**src/ahpc_pkg.sv**
```systemverilog
// Shared types, codes and reset constants of the arm homing position controller.
package ahpc_pkg;

    localparam int POSITION_BITS_DEFAULT = 16;
    localparam int CFG_INDEX_BITS        = 3;
    localparam int SPEED_BITS            = 7;
    localparam int DEADBAND_BITS         = 10;
    localparam int BRAKE_BITS            = 8;

    localparam logic [SPEED_BITS-1:0]    SPEED_FULL       = 7'd100;
    localparam logic [SPEED_BITS-1:0]    COMPARE_STOPPED  = 7'd100;
    localparam logic [DEADBAND_BITS-1:0] DEADBAND_RESET   = 10'd15;
    localparam logic [SPEED_BITS-1:0]    MIN_SPEED_RESET  = 7'd15;
    localparam logic [SPEED_BITS-1:0]    MAX_SPEED_RESET  = 7'd50;
    localparam logic [SPEED_BITS-1:0]    HOME_SPEED_RESET = 7'd20;
    localparam logic [BRAKE_BITS-1:0]    BRAKE_TICKS_RESET = 8'd20;
    localparam logic [BRAKE_BITS-1:0]    BRAKE_COUNT_MAX  = 8'd255;
    localparam int                       HOME_TARGET_RESET = 256;

    typedef enum logic [1:0] {
        MODE_TICK = 2'd0,
        MODE_SET  = 2'd1,
        MODE_HOME = 2'd2
    } t_mode;

    typedef enum logic [1:0] {
        HOME_NOT  = 2'd0,
        HOME_SEEK = 2'd1,
        HOME_DONE = 2'd2
    } t_home;

    typedef enum logic [1:0] {
        MOT_IDLE  = 2'd0,
        MOT_MOVE  = 2'd1,
        MOT_BRAKE = 2'd2
    } t_motion;

    typedef enum logic [CFG_INDEX_BITS-1:0] {
        CFG_RIGHT_ARM    = 3'd0,
        CFG_DEADBAND     = 3'd1,
        CFG_MIN_SPEED    = 3'd2,
        CFG_MAX_SPEED    = 3'd3,
        CFG_HOMING_SPEED = 3'd4,
        CFG_BRAKE_TICKS  = 3'd5,
        CFG_HOME_TARGET  = 3'd6
    } t_cfg_idx;

    // Saturate a speed to full scale and turn it into a timer compare value.
    function automatic logic [SPEED_BITS-1:0] speed_to_compare(input logic [SPEED_BITS-1:0] spd);
        logic [SPEED_BITS-1:0] sat;
        sat = (spd > SPEED_FULL) ? SPEED_FULL : spd;
        return COMPARE_STOPPED - sat;
    endfunction

endpackage

```
**src/arm_homing_position_controller.sv**
```systemverilog
// Top level of the arm homing position controller: state update and result register.
//
// Position controller for one arm motor. Each accepted input word (a control tick, a
// set-target command or a start-homing command) yields exactly one result word that
// reports the drive compare value, the direction pin, the brake, an encoder-zero pulse
// and the homing and motion status. The whole state update is a single combinational
// pass from the input port into the state registers and the result register, so a new
// word can be taken every cycle unless o_stall is raised; the result appears in the cycle
// after acceptance and stays in the result register until taken. While a result is
// waiting and the downstream side stalls, o_stall is raised toward the upstream side.
// Homing drives down at homing speed until the back limit closes, then pulses
// o_zero_encoder, loads the home target and starts moving. While moving, speed is
// |error|/4 clamped to [min_speed, max_speed]; inside the deadband the drive stops,
// the brake is applied on the following ticks for brake_ticks ticks, then the
// controller goes idle. Write configuration only while no word is in flight.
module arm_homing_position_controller #(
    parameter int POSITION_BITS = ahpc_pkg::POSITION_BITS_DEFAULT,
    parameter int CFG_DATA_BITS = (POSITION_BITS > ahpc_pkg::DEADBAND_BITS)
                                  ? POSITION_BITS : ahpc_pkg::DEADBAND_BITS
) (
    input  logic                                i_clk,
    input  logic                                i_rst_n,
    // configuration write port
    input  logic                                i_cfg_we,
    input  logic [ahpc_pkg::CFG_INDEX_BITS-1:0] i_cfg_index,
    input  logic [CFG_DATA_BITS-1:0]            i_cfg_data,
    // input channel
    input  logic                                i_valid,
    output logic                                o_stall,
    input  logic [1:0]                          i_mode,
    input  logic signed [POSITION_BITS-1:0]     i_encoder_count,
    input  logic                                i_limit_back,
    input  logic signed [POSITION_BITS-1:0]     i_target_value,
    // output channel
    output logic                                o_valid,
    input  logic                                i_stall,
    output logic [ahpc_pkg::SPEED_BITS-1:0]     o_pwm_compare,
    output logic                                o_direction_pin,
    output logic                                o_brake_engaged,
    output logic                                o_zero_encoder,
    output logic [1:0]                          o_home_status,
    output logic [1:0]                          o_motion_status
);
    import ahpc_pkg::*;

    localparam int ERR_BITS = POSITION_BITS + 2;
    localparam int MAG_BITS = ERR_BITS - 2;

    // configuration registers
    logic                             r_right_arm;
    logic [DEADBAND_BITS-1:0]         r_deadband;
    logic [SPEED_BITS-1:0]            r_min_speed;
    logic [SPEED_BITS-1:0]            r_max_speed;
    logic [SPEED_BITS-1:0]            r_homing_speed;
    logic [BRAKE_BITS-1:0]            r_brake_ticks;
    logic signed [POSITION_BITS-1:0]  r_home_target;

    // controller state
    t_home                            r_home, n_home;
    t_motion                          r_motion, n_motion;
    logic signed [POSITION_BITS-1:0]  r_target, n_target;
    logic                             r_drive_up, n_drive_up;
    logic [SPEED_BITS-1:0]            r_held_cmp, n_held_cmp;
    logic                             r_brake_on, n_brake_on;
    logic [BRAKE_BITS-1:0]            r_brake_cnt, n_brake_cnt;
    logic                             n_zero;

    // result register
    logic                             r_out_valid;
    logic [SPEED_BITS-1:0]            r_out_cmp;
    logic                             r_out_dir;
    logic                             r_out_brake;
    logic                             r_out_zero;
    logic [1:0]                       r_out_home;
    logic [1:0]                       r_out_motion;

    logic                             in_accept;
    logic                             out_take;

    // position error path
    logic signed [ERR_BITS-1:0]       actual;
    logic signed [ERR_BITS-1:0]       err;
    logic signed [ERR_BITS-1:0]       db_pos;
    logic [ERR_BITS-1:0]              err_abs;
    logic [MAG_BITS-1:0]              mag;
    logic [MAG_BITS-1:0]              mag_lo;
    logic [MAG_BITS-1:0]              mag_clamped;
    logic [BRAKE_BITS-1:0]            brake_inc;

    assign out_take  = r_out_valid & ~i_stall;
    // Hold upstream only while a finished result still waits downstream.
    assign o_stall   = r_out_valid & i_stall;
    assign in_accept = i_valid & ~o_stall;

    // Configuration writes.
    always_ff @(posedge i_clk) begin
        if (!i_rst_n) begin
            r_right_arm    <= 1'b0;
            r_deadband     <= DEADBAND_RESET;
            r_min_speed    <= MIN_SPEED_RESET;
            r_max_speed    <= MAX_SPEED_RESET;
            r_homing_speed <= HOME_SPEED_RESET;
            r_brake_ticks  <= BRAKE_TICKS_RESET;
            r_home_target  <= POSITION_BITS'(HOME_TARGET_RESET);
        end else if (i_cfg_we) begin
            unique case (t_cfg_idx'(i_cfg_index))
                CFG_RIGHT_ARM:    r_right_arm    <= i_cfg_data[0];
                CFG_DEADBAND:     r_deadband     <= i_cfg_data[DEADBAND_BITS-1:0];
                CFG_MIN_SPEED:    r_min_speed    <= i_cfg_data[SPEED_BITS-1:0];
                CFG_MAX_SPEED:    r_max_speed    <= i_cfg_data[SPEED_BITS-1:0];
                CFG_HOMING_SPEED: r_homing_speed <= i_cfg_data[SPEED_BITS-1:0];
                CFG_BRAKE_TICKS:  r_brake_ticks  <= i_cfg_data[BRAKE_BITS-1:0];
                CFG_HOME_TARGET:  r_home_target  <= i_cfg_data[POSITION_BITS-1:0];
                default: begin
                    // drop writes to unknown indexes
                end
            endcase
        end
    end

    // Error and speed: left arm counts negated encoder position.
    always_comb begin
        actual  = r_right_arm ? ERR_BITS'(i_encoder_count) : -ERR_BITS'(i_encoder_count);
        err     = ERR_BITS'(r_target) - actual;
        db_pos  = ERR_BITS'({1'b0, r_deadband});
        err_abs = err[ERR_BITS-1] ? ERR_BITS'(-err) : ERR_BITS'(err);
        // truncation toward zero of err/4 has the magnitude |err| >> 2
        mag     = err_abs[ERR_BITS-1:2];
        mag_lo  = (mag < MAG_BITS'(r_min_speed)) ? MAG_BITS'(r_min_speed) : mag;
        mag_clamped = (mag_lo > MAG_BITS'(r_max_speed)) ? MAG_BITS'(r_max_speed) : mag_lo;
        brake_inc = (r_brake_cnt < BRAKE_COUNT_MAX) ? r_brake_cnt + BRAKE_BITS'(1)
                                                    : r_brake_cnt;
    end

    // Next state for one accepted word.
    always_comb begin
        n_home      = r_home;
        n_motion    = r_motion;
        n_target    = r_target;
        n_drive_up  = r_drive_up;
        n_held_cmp  = r_held_cmp;
        n_brake_on  = r_brake_on;
        n_brake_cnt = r_brake_cnt;
        n_zero      = 1'b0;

        unique case (t_mode'(i_mode))
            MODE_SET: begin
                n_target   = i_target_value;
                n_brake_on = 1'b0;
                n_motion   = MOT_MOVE;
            end
            MODE_HOME: begin
                n_home = HOME_SEEK;
            end
            MODE_TICK: begin
                if (r_home == HOME_SEEK) begin
                    n_brake_on = 1'b0;
                    n_drive_up = 1'b0;
                    if (i_limit_back) begin
                        n_zero     = 1'b1;
                        n_held_cmp = COMPARE_STOPPED;
                        n_target   = r_home_target;
                        n_motion   = MOT_MOVE;
                        n_home     = HOME_DONE;
                    end else begin
                        n_held_cmp = speed_to_compare(r_homing_speed);
                    end
                end else if (r_home == HOME_DONE) begin
                    if (r_motion == MOT_MOVE) begin
                        if (err > db_pos) begin
                            n_drive_up = 1'b1;
                            n_held_cmp = speed_to_compare(mag_clamped[SPEED_BITS-1:0]);
                            n_brake_on = 1'b0;
                        end else if (err < -db_pos) begin
                            n_drive_up = 1'b0;
                            n_held_cmp = speed_to_compare(mag_clamped[SPEED_BITS-1:0]);
                            n_brake_on = 1'b0;
                        end else begin
                            n_held_cmp  = COMPARE_STOPPED;
                            n_motion    = MOT_BRAKE;
                            n_brake_cnt = '0;
                        end
                    end else if (r_motion == MOT_BRAKE) begin
                        n_held_cmp  = COMPARE_STOPPED;
                        n_brake_on  = 1'b1;
                        n_brake_cnt = brake_inc;
                        if (brake_inc >= r_brake_ticks) begin
                            n_motion = MOT_IDLE;
                        end
                    end else begin
                        n_held_cmp = COMPARE_STOPPED;
                        n_brake_on = 1'b0;
                    end
                end
            end
            default: begin
                // unused mode: hold everything
            end
        endcase
    end

    // State update on accept.
    always_ff @(posedge i_clk) begin
        if (!i_rst_n) begin
            r_home      <= HOME_NOT;
            r_motion    <= MOT_IDLE;
            r_target    <= '0;
            r_drive_up  <= 1'b1;
            r_held_cmp  <= COMPARE_STOPPED;
            r_brake_on  <= 1'b0;
            r_brake_cnt <= '0;
        end else if (in_accept) begin
            r_home      <= n_home;
            r_motion    <= n_motion;
            r_target    <= n_target;
            r_drive_up  <= n_drive_up;
            r_held_cmp  <= n_held_cmp;
            r_brake_on  <= n_brake_on;
            r_brake_cnt <= n_brake_cnt;
        end
    end

    // Result valid: set on accept, clear when taken with nothing new behind it.
    always_ff @(posedge i_clk) begin
        if (!i_rst_n) begin
            r_out_valid <= 1'b0;
        end else if (in_accept) begin
            r_out_valid <= 1'b1;
        end else if (out_take) begin
            r_out_valid <= 1'b0;
        end
    end

    // Result payload: load with the state this word leaves behind.
    always_ff @(posedge i_clk) begin
        if (in_accept) begin
            r_out_cmp    <= n_held_cmp;
            r_out_dir    <= r_right_arm ? ~n_drive_up : n_drive_up;
            r_out_brake  <= n_brake_on;
            r_out_zero   <= n_zero;
            r_out_home   <= n_home;
            r_out_motion <= n_motion;
        end
    end

    assign o_valid         = r_out_valid;
    assign o_pwm_compare   = r_out_cmp;
    assign o_direction_pin = r_out_dir;
    assign o_brake_engaged = r_out_brake;
    assign o_zero_encoder  = r_out_zero;
    assign o_home_status   = r_out_home;
    assign o_motion_status = r_out_motion;

endmodule
```
**config.mk**
```make
export PLATFORM = sky130hd
export DESIGN_NAME = arm_homing_position_controller
export DESIGN_NICKNAME = d
export VERILOG_FILES = /design/src/ahpc_pkg.sv /design/src/arm_homing_position_controller.sv
export SDC_FILE = /design/constraint.sdc
export NUM_CORES = 1
export LEC_CHECK = 0
export BUFFER_PORTS_ARGS = -buffer_cell sky130_fd_sc_hd__buf_2
export CAP_MARGIN = 30
export CORE_MARGIN = 1
export CORE_UTILIZATION = 51
export CTS_CLUSTER_DIAMETER = 80
export DETAILED_ROUTE_END_ITERATION = 7
export MAX_ROUTING_LAYER = met4
export PLACE_DENSITY = 0.74
export SYNTH_ARGS = -nofsm -noshare
export SYNTH_HDL_FRONTEND = slang
export SYNTH_SLANG_ARGS = --single-unit
```
**constraint.sdc**
```tcl
create_clock -name i_clk -period 11.6 [get_ports i_clk]
set_clock_uncertainty 0.15 [all_clocks]
set_input_delay 2.32 -clock i_clk [delete_from_list [all_inputs] [get_ports i_clk]]
set_output_delay 2.32 -clock i_clk [all_outputs]
set_load 0.005 [all_outputs]
```
==> results by group <==
Status
  • Status: complete, no violations

Detailed routing
  • Wire length on met2: ~10000 um
  • Total number of vias: approximately 8000
  • Pre-antenna DRT Iters: 5
  • Vias/cell: between 5 and 6
  • WL met1: roughly 11000 um
  • WL/cell: about 17 um
  • 1st-iter DRT viols: between 600 and 700
  • DRT antenna net count: 0
  • Remaining DRCs: 0
  • Uppermost routed layer: met4
  • Drt total wl: approximately 23000 um
  • Metal3 WL: 1125 um

Placement
  • Port bufs: 74
  • Inst Count DP: between 1000 and 1500
  • DP HPWL: between 15000 and 20000 um
  • Placer Congestion: between 0.9 and 1

Timing
  • Setup_tns: 0 ps
  • Worst slew pin tran: 964.2 ps
  • RSZ-0062 raised after global routing: false
  • Final setup viols: 0
  • Slew Limit Fails: 0
  • Max Freq: around 0.091 GHz
  • Final Hold Fails: 0
  • Tcrit/Tclk final: 94.31%
  • Rel. slew slack: between 30 and 40%
  • Fin crit period: ~11000 ps

Logic synthesis
  • Synth top area share: between 20% and 30%
  • Synth Area per Inst: 7.810 um^2
  • Synth Instances: approximately 1100
  • Leading area contributor after synthesis: dfxtp_1
  • Area contributors post-synth: dfxtp_1 22%, ha_1 10%, nand2_1 8.0%
  • Register area share after synthesis: a little over a quarter
  • Synth unique cells: 82
  • Post-synth EDFFs: 14
  • Post-synthesis cell area: 8489 um^2
  • Synth Flop Type: dfxtp_1
  • Post-synthesis register bit count: between 100 and 150
  • Async set-reset flop share out of synthesis: 0%
  • Syn nets: ~1200
  • Synthesis Warnings: 0

Floorplan
  • Die span in y: ~130 um
  • Core ar.: ~16000 um^2
  • Std cell rows: 46
  • Die ar.: ~17000 um^2
  • Starting Density: between 50% and 60%
  • IO Pins: 75
  • Die width: 131.0 um

GRT
  • Pin count of the biggest net entering global routing: 96
  • Initial antenna violation count: 0
  • Vias in the first global route: ~6900
  • Total track usage: 27.11%
  • First-pass GRT wire length: roughly 35000 um
  • Total gr overflow: 0

Power and ir drop
  • Worst vdd ir: between 0.08 and 0.09 mV
  • PD cells: around 120 nW/um^2
  • Lkg Pwr: approximately 4.2 nW

Critical path
  • Startpoint class of the critical path: primary input
  • Worst path arrival time: approximately 11000 ps
  • Worst path max stage delay: roughly 580 ps
  • Critical-path maximum fanout: 8
  • Kind of critical path: primary input to flop
  • CP Capture Type: flop
  • Slowest CP cell: or4_4
  • WP data required: 11540 ps

Cells and area
  • Layout area overhead: 10.86%
  • Share of cells above drive strength 1: 12.25%
  • Most frequent cells in the layout: 182 x nand2_1, 94 x dfxtp_1, 74 x buf_2
  • Layout net count: 1275
  • Finished Layout Cells: 1367
  • Most common cell after layout, fill and taps aside: nand2_1
  • Ant. Diodes: 0

CTS
  • H-tree depth: 3
  • Num Clock Sinks: approximately 110
  • Root buffer cell: clkbuf_16
  • CTS Hold Buffers Added: 0
  • Reg clk slew, reported paths: 80 ps
  • Worst-Skew Late Latency: 360 ps
  • Max Root-Sink Buffers: 2
  • TritonCTS clock tree: yes
  • Num CTS Buffers: 9

Worst hold path
  • Hold/Removal Path Class: flop to flop

Run
  • Max Cap Viol: 0
==> metal layers <==
metal	GRT usage, %	vias to the layer above
met3	3.664	29
li1	-	4029
met1	36.42	3720
met2	42.42	210
met5	-	-
met4	7.708	0
==> sequential cells by signal (all words and copies together) (netlist names), 7 cells and up <==
name            count
r_home_target      16
r_max_speed         7
r_brake_cnt         8
r_min_speed         7
o_pwm_compare       7
r_brake_ticks       8
r_target           16
r_deadband         10
r_homing_speed      7
r_held_cmp          7
==> final cells by class <==
type                       count  area (um^2)
inverter                      59        221.5
sequential                   108         2302
clock buffer                   9        225.2
tap                          216        270.3
fill                        1500         6646
clock inverter                 7        82.58
timing repair buffer          87        467.9
multi-input combinational    881         5842
==> logic make-up after synthesis <==
| logic type | count (synthesis) | synth area share [%] |
|---|---|---|
| compound gates | 294 | 24.79 |
| xor+xnor | 45 | 4.642 |
| fa+ha+maj | 70 | 10.41 |
| buf+inv | 98 | 4.363 |
| flops | 108 | 27.12 |
| mux | 33 | 4.141 |
| simple gates | 439 | 24.54 |
==> synth_stat cells, types with 13 or more instances <==
master,n
nand3_1,47
a21o_1,22
nor3_1,29
mux2i_1,19
mux2_2,13
xnor2_1,35
a21boi_0,42
dfxtp_1,94
o21a_1,16
ha_1,69
nand2b_1,23
edfxtp_1,14
nor2b_1,25
o21ai_0,40
o211a_1,24
nor2_1,73
inv_1,59
o211ai_1,16
nand2_1,182
clkbuf_1,37
a21oi_1,56
==> critical path: cells and delay by family <==
family,cells,cell delay (ps)
buf+inv,3,330
simple gates,12,2230
xor+xnor,2,530
compound gates,18,3350
mux,3,940
fa+ha+maj,4,1180
==> path summary, 6_finish.rpt <==
check             cells past startpoint  slack [ps]                       endpoint                     startpoint
setup reg to reg                     39        2660     o_pwm_compare[6]$_DFFE_PP_       r_right_arm$_SDFFE_PN0P_
hold / removal                        2         320  r_brake_ticks[6]$_SDFFE_PN0P_  r_brake_ticks[6]$_SDFFE_PN0P_
hold reg to reg                       2         320  r_brake_ticks[6]$_SDFFE_PN0P_  r_brake_ticks[6]$_SDFFE_PN0P_
setup / recovery                     42         660     o_pwm_compare[6]$_DFFE_PP_             i_encoder_count[5]
==> what timing repair did <==
| item | in CTS | in global routing |
|---|---|---|
| gates resized for setup | 0 | 6 |
| endpoints found under the setup margin | 0 | 5 |
| buffers inserted | 0 | 1 |
==> metrics by stage <==
stage	total power [mW]	setup slack, ps	instance area [um^2]	utilization [%]	hold WS [ps]
3_3_place_gp	0.7711	494.8	9076	56.52	304.2
2_1_floorplan	0.6712	466.9	8489	-	290.6
6_report	1.097	660.2	9412	58.61	317.6
5_1_grt	1.156	32.52	9412	58.61	339.6
4_1_cts	1.094	548.2	9384	58.44	320.1
3_5_place_dp	0.7721	208.0	9076	56.52	309.3
==> report_power, final <==
part	switching [mW]	internal, mW	total [mW]
combinational	0.220	0.151	0.371
sequential	0.0108	0.392	0.403
clock	0.152	0.171	0.323
Power figures use the tool's default switching activity.
